$ cat config.mk
export PLATFORM = sky130hd
export DESIGN_NAME = mru_key_list_top
export DESIGN_NICKNAME = d
export VERILOG_FILES = /design/src/design/mkl_pkg.sv /design/src/design/mkl_front.sv /design/src/design/mkl_back.sv /design/src/design/mru_key_list_top.sv
export VERILOG_INCLUDE_DIRS = /design/src /design/src/design
export SDC_FILE = /design/constraint.sdc
export NUM_CORES = 2
export LEC_CHECK = 0
export BUFFER_PORTS_ARGS = -buffer_cell sky130_fd_sc_hd__buf_2
export CAP_MARGIN = 10
export CORE_UTILIZATION = 58
export DETAILED_ROUTE_END_ITERATION = 16
export PLACE_DENSITY_LB_ADDON = 0.2
export RECOVER_POWER = 50
export SYNTH_ARGS = -nofsm -noshare
export SYNTH_HDL_FRONTEND = slang
export SYNTH_SLANG_ARGS = --single-unit
$ cat constraint.sdc
create_clock -name clk_i -period 10.8 [get_ports clk_i]
set_clock_uncertainty 0.1 [all_clocks]
set_input_delay 1.08 -clock clk_i [delete_from_list [all_inputs] [get_ports clk_i]]
set_output_delay 1.08 -clock clk_i [all_outputs]
set_load 0.005 [all_outputs]
$ cat src/design/assert_macros.svh
// Assertion macros for the files that check their own logic.
`ifndef ASSERT_MACROS_SVH
`define ASSERT_MACROS_SVH

`ifndef SYNTHESIS
// Checked on every rising clock edge once reset has been released.
`define MKL_ASSERT(lbl, prop, msg) \
  lbl: assert property (@(posedge clk_i) disable iff (!rst_ni) (prop)) else $error(msg);
// Checked on every rising clock edge, reset included.
`define MKL_ASSERT_ALWAYS(lbl, prop, msg) \
  lbl: assert property (@(posedge clk_i) (prop)) else $error(msg);
`else
`define MKL_ASSERT(lbl, prop, msg)
`define MKL_ASSERT_ALWAYS(lbl, prop, msg)
`endif

`endif

$ cat src/design/mkl_pkg.sv
// Types and constants shared by the MRU key list modules.
package mkl_pkg;

  // Widths fixed by the item, result and config fields.
  localparam int CMD_BITS    = 2;
  localparam int POS_BITS    = 4;
  localparam int CAP_BITS    = 5;

  // Capacity after reset, and the most results one read out gives.
  localparam int CAP_RESET   = 16;
  localparam int MAX_RESULTS = 16;

  // Items held between the front and the back; a power of two.
  localparam int QUEUE_DEPTH = 2;

  // Command codes as they arrive on the cmd field.
  localparam logic [CMD_BITS-1:0] CMD_INSERT = 2'd0;
  localparam logic [CMD_BITS-1:0] CMD_REMOVE = 2'd1;
  localparam logic [CMD_BITS-1:0] CMD_CLEAR  = 2'd2;
  localparam logic [CMD_BITS-1:0] CMD_READ   = 2'd3;

  // Operation after classification in the front.
  typedef enum logic [1:0] {
    OP_INSERT,
    OP_REMOVE,
    OP_CLEAR,
    OP_READ
  } mkl_op_e;

  // Back-end sequencer states.
  typedef enum logic {
    ST_IDLE,
    ST_READ
  } mkl_state_e;

  // Head of the item queue as the back sees it.
  typedef struct packed {
    logic    valid;
    mkl_op_e op;
  } mkl_head_t;

endpackage

$ cat src/design/mkl_front.sv
// Front end: accepts items, classifies the command and queues them for the back.
module mkl_front import mkl_pkg::*; #(
  parameter int KEY_BITS = 64
) (
  input  logic                clk_i,
  input  logic                rst_ni,
  input  logic                push_i,
  input  logic [CMD_BITS-1:0] cmd_i,
  input  logic [KEY_BITS-1:0] key_i,
  input  logic                pop_i,
  output logic                full_o,
  output mkl_head_t           head_o,
  output logic [KEY_BITS-1:0] head_key_o
);

  localparam int PTR_W  = (QUEUE_DEPTH > 1) ? $clog2(QUEUE_DEPTH) : 1;
  localparam int FILL_W = $clog2(QUEUE_DEPTH + 1);

  mkl_op_e             op_q  [QUEUE_DEPTH];
  logic [KEY_BITS-1:0] key_q [QUEUE_DEPTH];
  logic [PTR_W-1:0]    wr_ptr_q, wr_ptr_d;
  logic [PTR_W-1:0]    rd_ptr_q, rd_ptr_d;
  logic [FILL_W-1:0]   fill_q, fill_d;
  mkl_op_e             op_in;
  logic                do_push;
  logic                do_pop;

  // Classify the incoming command.
  always_comb begin
    case (cmd_i)
      CMD_INSERT: op_in = OP_INSERT;
      CMD_REMOVE: op_in = OP_REMOVE;
      CMD_CLEAR:  op_in = OP_CLEAR;
      CMD_READ:   op_in = OP_READ;
      default:    op_in = OP_READ;
    endcase
  end

  assign full_o  = (fill_q == FILL_W'(QUEUE_DEPTH));
  assign do_push = push_i && !full_o;
  assign do_pop  = pop_i && (fill_q != '0);

  // Pointer and fill bookkeeping.
  always_comb begin
    wr_ptr_d = do_push ? PTR_W'(wr_ptr_q + PTR_W'(1)) : wr_ptr_q;
    rd_ptr_d = do_pop  ? PTR_W'(rd_ptr_q + PTR_W'(1)) : rd_ptr_q;
    fill_d   = fill_q;
    if (do_push && !do_pop) begin
      fill_d = fill_q + FILL_W'(1);
    end else if (do_pop && !do_push) begin
      fill_d = fill_q - FILL_W'(1);
    end
  end

  always_ff @(posedge clk_i or negedge rst_ni) begin
    if (!rst_ni) begin
      wr_ptr_q <= '0;
      rd_ptr_q <= '0;
      fill_q   <= '0;
    end else begin
      wr_ptr_q <= wr_ptr_d;
      rd_ptr_q <= rd_ptr_d;
      fill_q   <= fill_d;
    end
  end

  // Queue storage; no reset needed for the payload.
  always_ff @(posedge clk_i) begin
    if (do_push) begin
      op_q[wr_ptr_q]  <= op_in;
      key_q[wr_ptr_q] <= key_i;
    end
  end

  // Present the oldest item to the back.
  assign head_o.valid = (fill_q != '0);
  assign head_o.op    = op_q[rd_ptr_q];
  assign head_key_o   = key_q[rd_ptr_q];

endmodule

$ cat src/design/mkl_back.sv
// Back end: the list cells with per-cell compare, the read-out sequencer and the result register.
module mkl_back import mkl_pkg::*; #(
  parameter int DEPTH    = 16,
  parameter int KEY_BITS = 64
) (
  input  logic                clk_i,
  input  logic                rst_ni,
  input  logic                cfg_we_i,
  input  logic [CAP_BITS-1:0] cfg_data_i,
  input  mkl_head_t           head_i,
  input  logic [KEY_BITS-1:0] head_key_i,
  output logic                pop_o,
  output logic                idle_o,
  output logic                res_valid_o,
  output logic [KEY_BITS-1:0] res_key_o,
  output logic [POS_BITS-1:0] res_pos_o,
  output logic                res_empty_o,
  output logic                res_last_o
);

  localparam int CNT_W = $clog2(DEPTH + 1);
  localparam int CAPW  = (CNT_W > CAP_BITS) ? CNT_W : CAP_BITS;

  mkl_state_e          state_q, state_d;
  logic [CAP_BITS-1:0] cap_q;
  logic [CNT_W-1:0]    cnt_q, cnt_d;
  logic [CNT_W-1:0]    rd_idx_q, rd_idx_d;
  logic [KEY_BITS-1:0] ent_q [DEPTH];
  logic [KEY_BITS-1:0] ent_d [DEPTH];

  logic                res_valid_q;
  logic [KEY_BITS-1:0] res_key_q;
  logic [POS_BITS-1:0] res_pos_q;
  logic                res_empty_q;
  logic                res_last_q;

  logic [CAPW-1:0]     cap_ext, cap_eff, cnt_ext, rd_ext, n_lim, n_m1;
  logic [CAPW-1:0]     ins_c1, ins_c2;
  logic [CNT_W-1:0]    cnt_ins;
  logic [DEPTH-1:0]    match, hit_hi, hit_lo;
  logic                hit;
  logic                rd_done;

  logic                do_pop, do_ins, do_rem, do_clr, do_rot, do_emit, do_empty;
  logic [CNT_W-1:0]    cur_idx;

  // Effective capacity: zero counts as one, anything above the depth saturates.
  assign cap_ext = CAPW'(cap_q);
  always_comb begin
    if (cap_ext == '0) begin
      cap_eff = CAPW'(1);
    end else if (cap_ext > CAPW'(DEPTH)) begin
      cap_eff = CAPW'(DEPTH);
    end else begin
      cap_eff = cap_ext;
    end
  end

  assign cnt_ext = CAPW'(cnt_q);
  assign rd_ext  = CAPW'(rd_idx_q);
  assign n_lim   = (cnt_ext > CAPW'(MAX_RESULTS)) ? CAPW'(MAX_RESULTS) : cnt_ext;
  assign n_m1    = n_lim - CAPW'(1);
  assign rd_done = (rd_ext == cnt_ext - CAPW'(1));

  // Per-cell compare of the head key against every held entry.
  always_comb begin
    for (int i = 0; i < DEPTH; i++) begin
      match[i] = (ent_q[i] == head_key_i) && (i < int'(cnt_q));
    end
  end
  assign hit = |match;

  // Hit at or above a cell steers insert shifting; at or below steers remove.
  always_comb begin
    logic [DEPTH-1:0] lo_mask;
    for (int i = 0; i < DEPTH; i++) begin
      lo_mask   = {DEPTH{1'b1}} >> (DEPTH - 1 - i);
      hit_hi[i] = |(match >> i);
      hit_lo[i] = |(match & lo_mask);
    end
  end

  // Count after an insert: drop any duplicate, trim to one below capacity, add one.
  assign ins_c1  = cnt_ext - CAPW'(hit);
  assign ins_c2  = (ins_c1 > cap_eff - CAPW'(1)) ? (cap_eff - CAPW'(1)) : ins_c1;
  assign cnt_ins = CNT_W'(ins_c2 + CAPW'(1));

  // Next state of the sequencer.
  always_comb begin
    state_d = state_q;
    case (state_q)
      ST_IDLE: begin
        if (head_i.valid && (head_i.op == OP_READ) && (cnt_q > CNT_W'(1))) begin
          state_d = ST_READ;
        end
      end
      ST_READ: begin
        if (rd_done) begin
          state_d = ST_IDLE;
        end
      end
      default: state_d = ST_IDLE;
    endcase
  end

  // Sequencer outputs.
  always_comb begin
    do_pop   = 1'b0;
    do_ins   = 1'b0;
    do_rem   = 1'b0;
    do_clr   = 1'b0;
    do_rot   = 1'b0;
    do_emit  = 1'b0;
    do_empty = 1'b0;
    cur_idx  = '0;
    case (state_q)
      ST_IDLE: begin
        do_pop = head_i.valid;
        if (head_i.valid) begin
          case (head_i.op)
            OP_INSERT: do_ins = 1'b1;
            OP_REMOVE: do_rem = 1'b1;
            OP_CLEAR:  do_clr = 1'b1;
            OP_READ: begin
              if (cnt_q == '0) begin
                do_empty = 1'b1;
              end else begin
                do_rot  = 1'b1;
                do_emit = 1'b1;
              end
            end
            default: do_clr = 1'b0;
          endcase
        end
      end
      ST_READ: begin
        cur_idx = rd_idx_q;
        do_rot  = 1'b1;
        do_emit = (rd_ext < CAPW'(MAX_RESULTS));
      end
      default: cur_idx = '0;
    endcase
  end

  assign rd_idx_d = (state_q == ST_IDLE) ? CNT_W'(1) : CNT_W'(rd_idx_q + CNT_W'(1));

  // Cell updates: insert shifts toward the back, remove closes the gap,
  // read out rotates the held entries so the front cell walks the list.
  always_comb begin
    for (int i = 0; i < DEPTH; i++) begin
      ent_d[i] = ent_q[i];
    end
    cnt_d = cnt_q;
    if (do_ins) begin
      ent_d[0] = head_key_i;
      for (int i = 1; i < DEPTH; i++) begin
        ent_d[i] = (!hit || hit_hi[i]) ? ent_q[i-1] : ent_q[i];
      end
      cnt_d = cnt_ins;
    end else if (do_rem) begin
      for (int i = 0; i < DEPTH - 1; i++) begin
        ent_d[i] = hit_lo[i] ? ent_q[i+1] : ent_q[i];
      end
      cnt_d = cnt_q - CNT_W'(hit);
    end else if (do_clr) begin
      cnt_d = '0;
    end else if (do_rot) begin
      for (int i = 0; i < DEPTH - 1; i++) begin
        ent_d[i] = (i == int'(cnt_q) - 1) ? ent_q[0] : ent_q[i+1];
      end
      ent_d[DEPTH-1] = ent_q[0];
    end
  end

  // Control registers.
  always_ff @(posedge clk_i or negedge rst_ni) begin
    if (!rst_ni) begin
      state_q     <= ST_IDLE;
      cap_q       <= CAP_BITS'(CAP_RESET);
      cnt_q       <= '0;
      rd_idx_q    <= '0;
      res_valid_q <= 1'b0;
    end else begin
      state_q     <= state_d;
      cnt_q       <= cnt_d;
      rd_idx_q    <= rd_idx_d;
      res_valid_q <= do_emit || do_empty;
      if (cfg_we_i) begin
        cap_q <= cfg_data_i;
      end
    end
  end

  // List cells and result payload.
  always_ff @(posedge clk_i) begin
    for (int i = 0; i < DEPTH; i++) begin
      ent_q[i] <= ent_d[i];
    end
    if (do_emit || do_empty) begin
      res_key_q   <= do_empty ? '0 : ent_q[0];
      res_pos_q   <= POS_BITS'(cur_idx);
      res_empty_q <= do_empty;
      res_last_q  <= do_empty || (CAPW'(cur_idx) == n_m1);
    end
  end

  assign pop_o       = do_pop;
  assign idle_o      = (state_q == ST_IDLE);
  assign res_valid_o = res_valid_q;
  assign res_key_o   = res_key_q;
  assign res_pos_o   = res_pos_q;
  assign res_empty_o = res_empty_q;
  assign res_last_o  = res_last_q;

endmodule

$ cat src/design/mru_key_list_top.sv
// Top level of the move-to-front MRU key list.
//
// Channel   Direction  Handshake                    Payload
// command   in         start, busy                  cmd_i, key_i
// result    out        result_valid_o (strobe)      entry_key_o, position_o, is_empty_o, last_o
// config    in         cfg_valid_i, cfg_ready_o     cfg_data_i (capacity)
//
// In the back end, insert and remove use a compare in every cell, and clear resets the count.
// A read out gives one result per held key (a single result for an empty list): the cell row
// rotates once per cycle, and at most 16 results come out, the first in the cycle after
// the back takes the item. A two-item queue sits between front and back.
// Reset empties the list and sets the capacity to 16; the cells need no clearing pass.
// busy is high while the queue is full; the result side cannot stall.
`include "assert_macros.svh"

module mru_key_list_top import mkl_pkg::*; #(
  parameter int DEPTH    = 16,
  parameter int KEY_BITS = 64
) (
  input  logic                clk_i,
  input  logic                rst_ni,
  input  logic                start,
  output logic                busy,
  input  logic [CMD_BITS-1:0] cmd_i,
  input  logic [KEY_BITS-1:0] key_i,
  output logic                result_valid_o,
  output logic [KEY_BITS-1:0] entry_key_o,
  output logic [POS_BITS-1:0] position_o,
  output logic                is_empty_o,
  output logic                last_o,
  input  logic                cfg_valid_i,
  output logic                cfg_ready_o,
  input  logic [CAP_BITS-1:0] cfg_data_i
);

  mkl_head_t           head;
  logic [KEY_BITS-1:0] head_key;
  logic                pop;
  logic                back_idle;

  // Front end: accept and classify.
  mkl_front #(
    .KEY_BITS(KEY_BITS)
  ) u_front (
    .clk_i      (clk_i),
    .rst_ni     (rst_ni),
    .push_i     (start),
    .cmd_i      (cmd_i),
    .key_i      (key_i),
    .pop_i      (pop),
    .full_o     (busy),
    .head_o     (head),
    .head_key_o (head_key)
  );

  // Back end: list cells and read-out sequencer.
  mkl_back #(
    .DEPTH   (DEPTH),
    .KEY_BITS(KEY_BITS)
  ) u_back (
    .clk_i       (clk_i),
    .rst_ni      (rst_ni),
    .cfg_we_i    (cfg_valid_i && cfg_ready_o),
    .cfg_data_i  (cfg_data_i),
    .head_i      (head),
    .head_key_i  (head_key),
    .pop_o       (pop),
    .idle_o      (back_idle),
    .res_valid_o (result_valid_o),
    .res_key_o   (entry_key_o),
    .res_pos_o   (position_o),
    .res_empty_o (is_empty_o),
    .res_last_o  (last_o)
  );

  // Capacity writes are taken once no item is queued or in progress.
  assign cfg_ready_o = back_idle && !head.valid;

  // An empty-list result is always the final one.
  `MKL_ASSERT(a_empty_is_last, result_valid_o && is_empty_o |-> last_o, "empty result not last")
  // A read out streams its results without gaps until the last one.
  `MKL_ASSERT(a_stream_gapless, result_valid_o && !last_o |=> result_valid_o, "gap in read out")
  // Configuration is only taken while the queue has room.
  `MKL_ASSERT(a_cfg_not_busy, cfg_ready_o |-> !busy, "config ready with full queue")
  // No result leaves while reset is held.
  `MKL_ASSERT_ALWAYS(a_reset_quiet, !rst_ni |-> !result_valid_o, "result during reset")

endmodule

# Word level (Yosys, flattened, before mapping)
# Memories as Yosys holds them, arrays and structs flattened.
# Cells that the tools add are included.
# Widths: inputs -> output; s select.
# op_classes
add_sub_neg,11
n_lt_le_gt_ge,21
n_eq_ne,39
muxes,86
n_bitwise,1
reduce_logical,83
# op_table
cell,count
$mux 1024,3
$mux 64,46
$eq 64x64->1,16
$mux 960,1
$eq 5x32->1 const A,7
$eq 4x32->1 const A,4
$eq 3x32->1 const A,2
$mux 5,9
$lt 4x5->1 const A,8
$eq 2x32->1 const A,1
$logic_not 32->1,1
$reduce_or 15->1,2
$reduce_or 14->1,2
$reduce_or 13->1,2
$logic_and 1x1->1,24
$reduce_or 12->1,2
$reduce_or 11->1,2
$mux 1,21
$lt 3x5->1 const A,4
$reduce_or 10->1,2
$reduce_or 9->1,2
$logic_or 1x1->1,17
$reduce_or 16->1,1
$reduce_or 8->1,2
31 further kinds,60
# totals
regBits,91
ramBits,1156
in_bits,75
output_inout_bits,73
elab_cells,256
mem_count,3
# mem_list
memory,depth,width,rd,rd_clocked_by_memory_dff,wr,line,source
u_back.ent_q,16,64,16,0,16,mkl_back.sv:28,logic [KEY_BITS-1:0] ent_q [DEPTH];
u_front.key_q,2,64,1,0,1,mkl_front.sv:20,logic [KEY_BITS-1:0] key_q [QUEUE_DEPTH];
u_front.op_q,2,2,1,0,1,mkl_front.sv:19,mkl_op_e op_q [QUEUE_DEPTH];

# Longest topological paths before layout
# depth
ltp_word,9
depth_mapped,30
mapped_depth_nobuf,24

# By module
# A second synthesis with hierarchy kept.
# hier_totals
cells_unflattened,6526
hier_area_um2,73501.7
# modules_own_cells
module,n_inst,cells_each,area_each_um2,seq_area_each_um2
mkl_back,1,6298,68405.6,33278.2
mkl_front,1,226,5081.1,4063.9
mru_key_list_top,1,2,15.0,0.0

# Worst setup path before layout
# Ideal clock, no wire load.
# synth_timing
path_type,reg2reg
start,reg u_front.rd_ptr_q (netlist name)
end,"mem u_back.ent_q[13][0], in the netlist u_back.ent_q[1][320], enable pin"
setup_time_ps,582
t_arrival_ps,7629
required_time_ps,10118
path_slack_ps,2489
path_stages_with_launch,15
n_path_buf,5
period_less_slack_ps,8311
cell_sequence,dfrtp_1 > buf_6 > buf_6 > buf_4 > mux2i_2 > buf_2 > buf_4 > a21oi_1 > o2111ai_1 > nor3_1 > nand4_1 > nand4_1 > nor3_2 > nor3_1 > a211oi_1
# synth_rtl
item,line
end: declaration,mkl_back.sv:28

==> key figures <==
Global routing
  – Largest net degree at the start of global routing: 275
  – Vias in the first global route: 57590
  – Initial antenna violation count: 35
  – Gr usage total: 0.5779
  – First-pass GRT wire length: 495600 um
  – Grt ovf: 0

Route
  – Vias per Instance: 7.524
  – Routed vias: 62670
  – DR WL/cell: 44.63 um
  – Total wire length: 371700 um
  – Initial drt markers: 13050
  – Pre-antenna DRT Iters: 10
  – Antenna viol nets, final: 0
  – DRC Markers: 0

Setup path
  – CP Buf/Inv Count: 3
  – R2R setup slack: 1.59 ns
  – CP top delay family: buffers and inverters
  – Largest stage delay, worst path: 2.91 ns
  – Crit end category: flop
  – CP max-delay cell: clkbuf_2
  – Worst Path Required: 11.26 ns
  – Crit path kind: reg2reg
  – CP cell instances: mux2i_1, nand2_1, nor2_1, clkbuf_2, buf_12, buf_4, mux2_2
  – Worst R2R Path Depth: 7
  – Reg-to-Reg End: u_back.ent_q[1][464]
  – Worst Path Arrival: 9.68 ns
  – FF-to-FF Start: u_front.rd_ptr_q
  – CP Launch Type: flop
  – CP Max Fanout: 229

STA
  – Pin slew with the least headroom to its limit: 4.541 ns
  – Final Cycle Share: 0.8529
  – Tmin final: 9.212 ns
  – Fmax: 0.1086 GHz
  – Final Hold Vio Count: 0
  – Slew margin rel.: -2.027
  – RSZ-0062 raised after global routing: no
  – Setup TNS: 0 ns
  – Slew Limit Fails: 903
  – # setup viols final: 0
  – Min Hold Slack: 0.3424 ns

Floorplanning
  – Core area: 124100 sq um
  – Io pins: 148
  – Die width: 356.4 um
  – Die height: 356.4 um
  – Row cnt: 129
  – Die ar.: 127100 sq um
  – Starting Density: 0.5871

Synthesis
  – YS warnings: 0
  – Top FF cell, synth: edfxtp_1
  – EDFF count, synth: 1226
  – Top-area cell type share of the netlist area: 0.5052
  – Top cells by area, synth: edfxtp_1 (51%), mux2i_1 (12%), xnor2_1 (10%)
  – Post-Syn Area: 72870 sq um
  – Sequential element share of the synthesized area: 0.5125
  – Post-Syn Instances: 6613
  – Post-synthesis register bit count: 1247
  – Mapped Nets: 6703
  – Async SR Flop Fraction: 0.01684
  – Yosys top cell by area: edfxtp_1
  – Synthesized area per cell: 11.02 sq um
  – Yosys cell types: 71

CTS
  – Clock Latency Late Sink: 0.83 ns
  – PostCTS Resize Cnt: 0
  – Post-CTS Hold Buffers: 0
  – H-tree Lvls: 4
  – Post-CTS Setup Inserts: 0
  – Clock slew at reported path FFs: 0.07 ns
  – TritonCTS Buffers: 139
  – Clk root buf: clkbuf_16
  – CTS tree: done
  – Clock Sinks: 1247
  – Clk buf depth: 3

Outcome
  – Failing checks: max-capacitance violations, max-slew violations
  – Status: finished, violations left

Run
  – Max cap viols: 15

Hold path
  – Hold Path Depth: 1
  – Hold/Removal Path Class: in2reg
  – Hold Path Origin: key_i[17]
  – Hold endpoint: u_front.key_q[1][17]

Cells and area
  – Area grow syn2layout: 10.31%
  – Share of cells above drive strength 1: 0.1091
  – Finished Core Util: 0.6476
  – Nets@finish: 6648

Placement
  – DP HPWL: 265700 um
  – Routability-driven placement congestion ratio: 1.141
  – Port Buffers: 147
==> cell usage in the layout, fill, tap and decap left out, drive strengths merged, types with 9 or more instances in the layout <==
cell	count
mux2	134
xor2	100
clkinv	56
nand4	94
a22o	11
inv	22
a21oi	94
ha	15
a22oi	15
clkbuf	260
bufinv	14
a211oi	12
nand2	907
or4	19
o21a	9
o2bb2ai	19
edfxtp	1226
o21ai	855
a221oi	11
buf	282
o2111ai	13
nand3	46
xnor2	829
and2	12
dfrtp	20
diode	28
nor3	55
o22ai	33
nor2	159
nor2b	68
nor4	281
mux2i	902
==> cell type report <==
class	instances	area, sq um
inverter	15	56.30
clock buffer	168	3704
sequential	1247	37350
fill	9395	43740
clock inverter	80	888.4
tap	1637	2048
antenna	28	70.07
timing repair buffer	374	2374
multi-input combinational	4781	33890
==> registers in the layout, indices dropped and copies added, names as in the netlist, 2 cells and up <==
signal            count
u_back.cap_ext        5
u_back.res_key_o     64
u_front.key_q       128
u_front.fill_q        2
u_back.ent_q       1024
u_back.res_pos_o      4
u_front.op_q          4
u_back.cnt_ext        5
u_back.rd_ext         5
==> routing by layer <==
layer  vias to the layer above  part of all wire  wire length, um  track usage
met5                         -           0.00086              320      0.01519
met3                      2020              0.16            59900       0.2620
met2                      6894              0.40           147000       0.7940
li1                      24030                 -                -            -
met1                     29720              0.31           116000       0.6558
met4                        14              0.13            48460       0.5642
==> worst max-delay path by stage <==
stage               depth (start not counted)             start                    to
finish                                      7  u_front.rd_ptr_q  u_back.ent_q[1][464]
global route                                7  u_front.rd_ptr_q  u_back.ent_q[1][499]
CTS                                        26  u_front.rd_ptr_q     u_back.cnt_ext[4]
detailed placement                         26  u_front.rd_ptr_q     u_back.cnt_ext[4]
global placement                           26  u_front.rd_ptr_q     u_back.cnt_ext[4]
floorplan                                  14  u_front.rd_ptr_q  u_back.ent_q[1][320]
==> per-stage QoR <==
step	worst slack [ns]	area, sq um	cells
global placement	2.174	75820	8043
detailed placement	2.335	75830	8044
finish	1.588	80380	8330
CTS	2.297	80420	8292
global route	1.026	80320	8307
floorplan	2.489	72870	6613
==> worst reg2reg max path, delay by kind of cell (launching register included) <==
family	cells	cell delay, ns
buf+inv	3	4.65
simple gates	2	2.06
mux	2	1.11
flops	1	1.03
==> synthesized netlist by cell type (18+ instances only) <==
library cell	n
edfxtp_1	1226
nand2_1	907
mux2i_1	875
o21ai_0	854
xnor2_1	829
clkbuf_1	316
nor4_1	281
nor2_1	159
mux2_2	134
buf_1	114
buf_2	114
xor2_1	100
a21oi_1	94
nand4_1	94
nor2b_1	68
nor3_1	53
nand3_1	45
o22ai_1	33
dfrtp_1	20
o2bb2ai_1	19
or4_1	19
mux2i_4	18
==> kinds of logic (layout without fill, tap and decap cells) <==
kind of cell | Yosys count | count (layout) | synth area share
compound gates | 1117 | 1117 | 0.08354
simple gates | 1683 | 1683 | 0.1074
other cells | 0 | 28 | 0
flops | 1247 | 1247 | 0.5125
xor+xnor | 929 | 929 | 0.1117
fa+ha+maj | 16 | 16 | 0.002713
buf+inv | 585 | 637 | 0.03407
mux | 1036 | 1036 | 0.1482
Power is not shown: default switching activity piles up to over one toggle a cycle in this logic, so the estimate is an artifact.
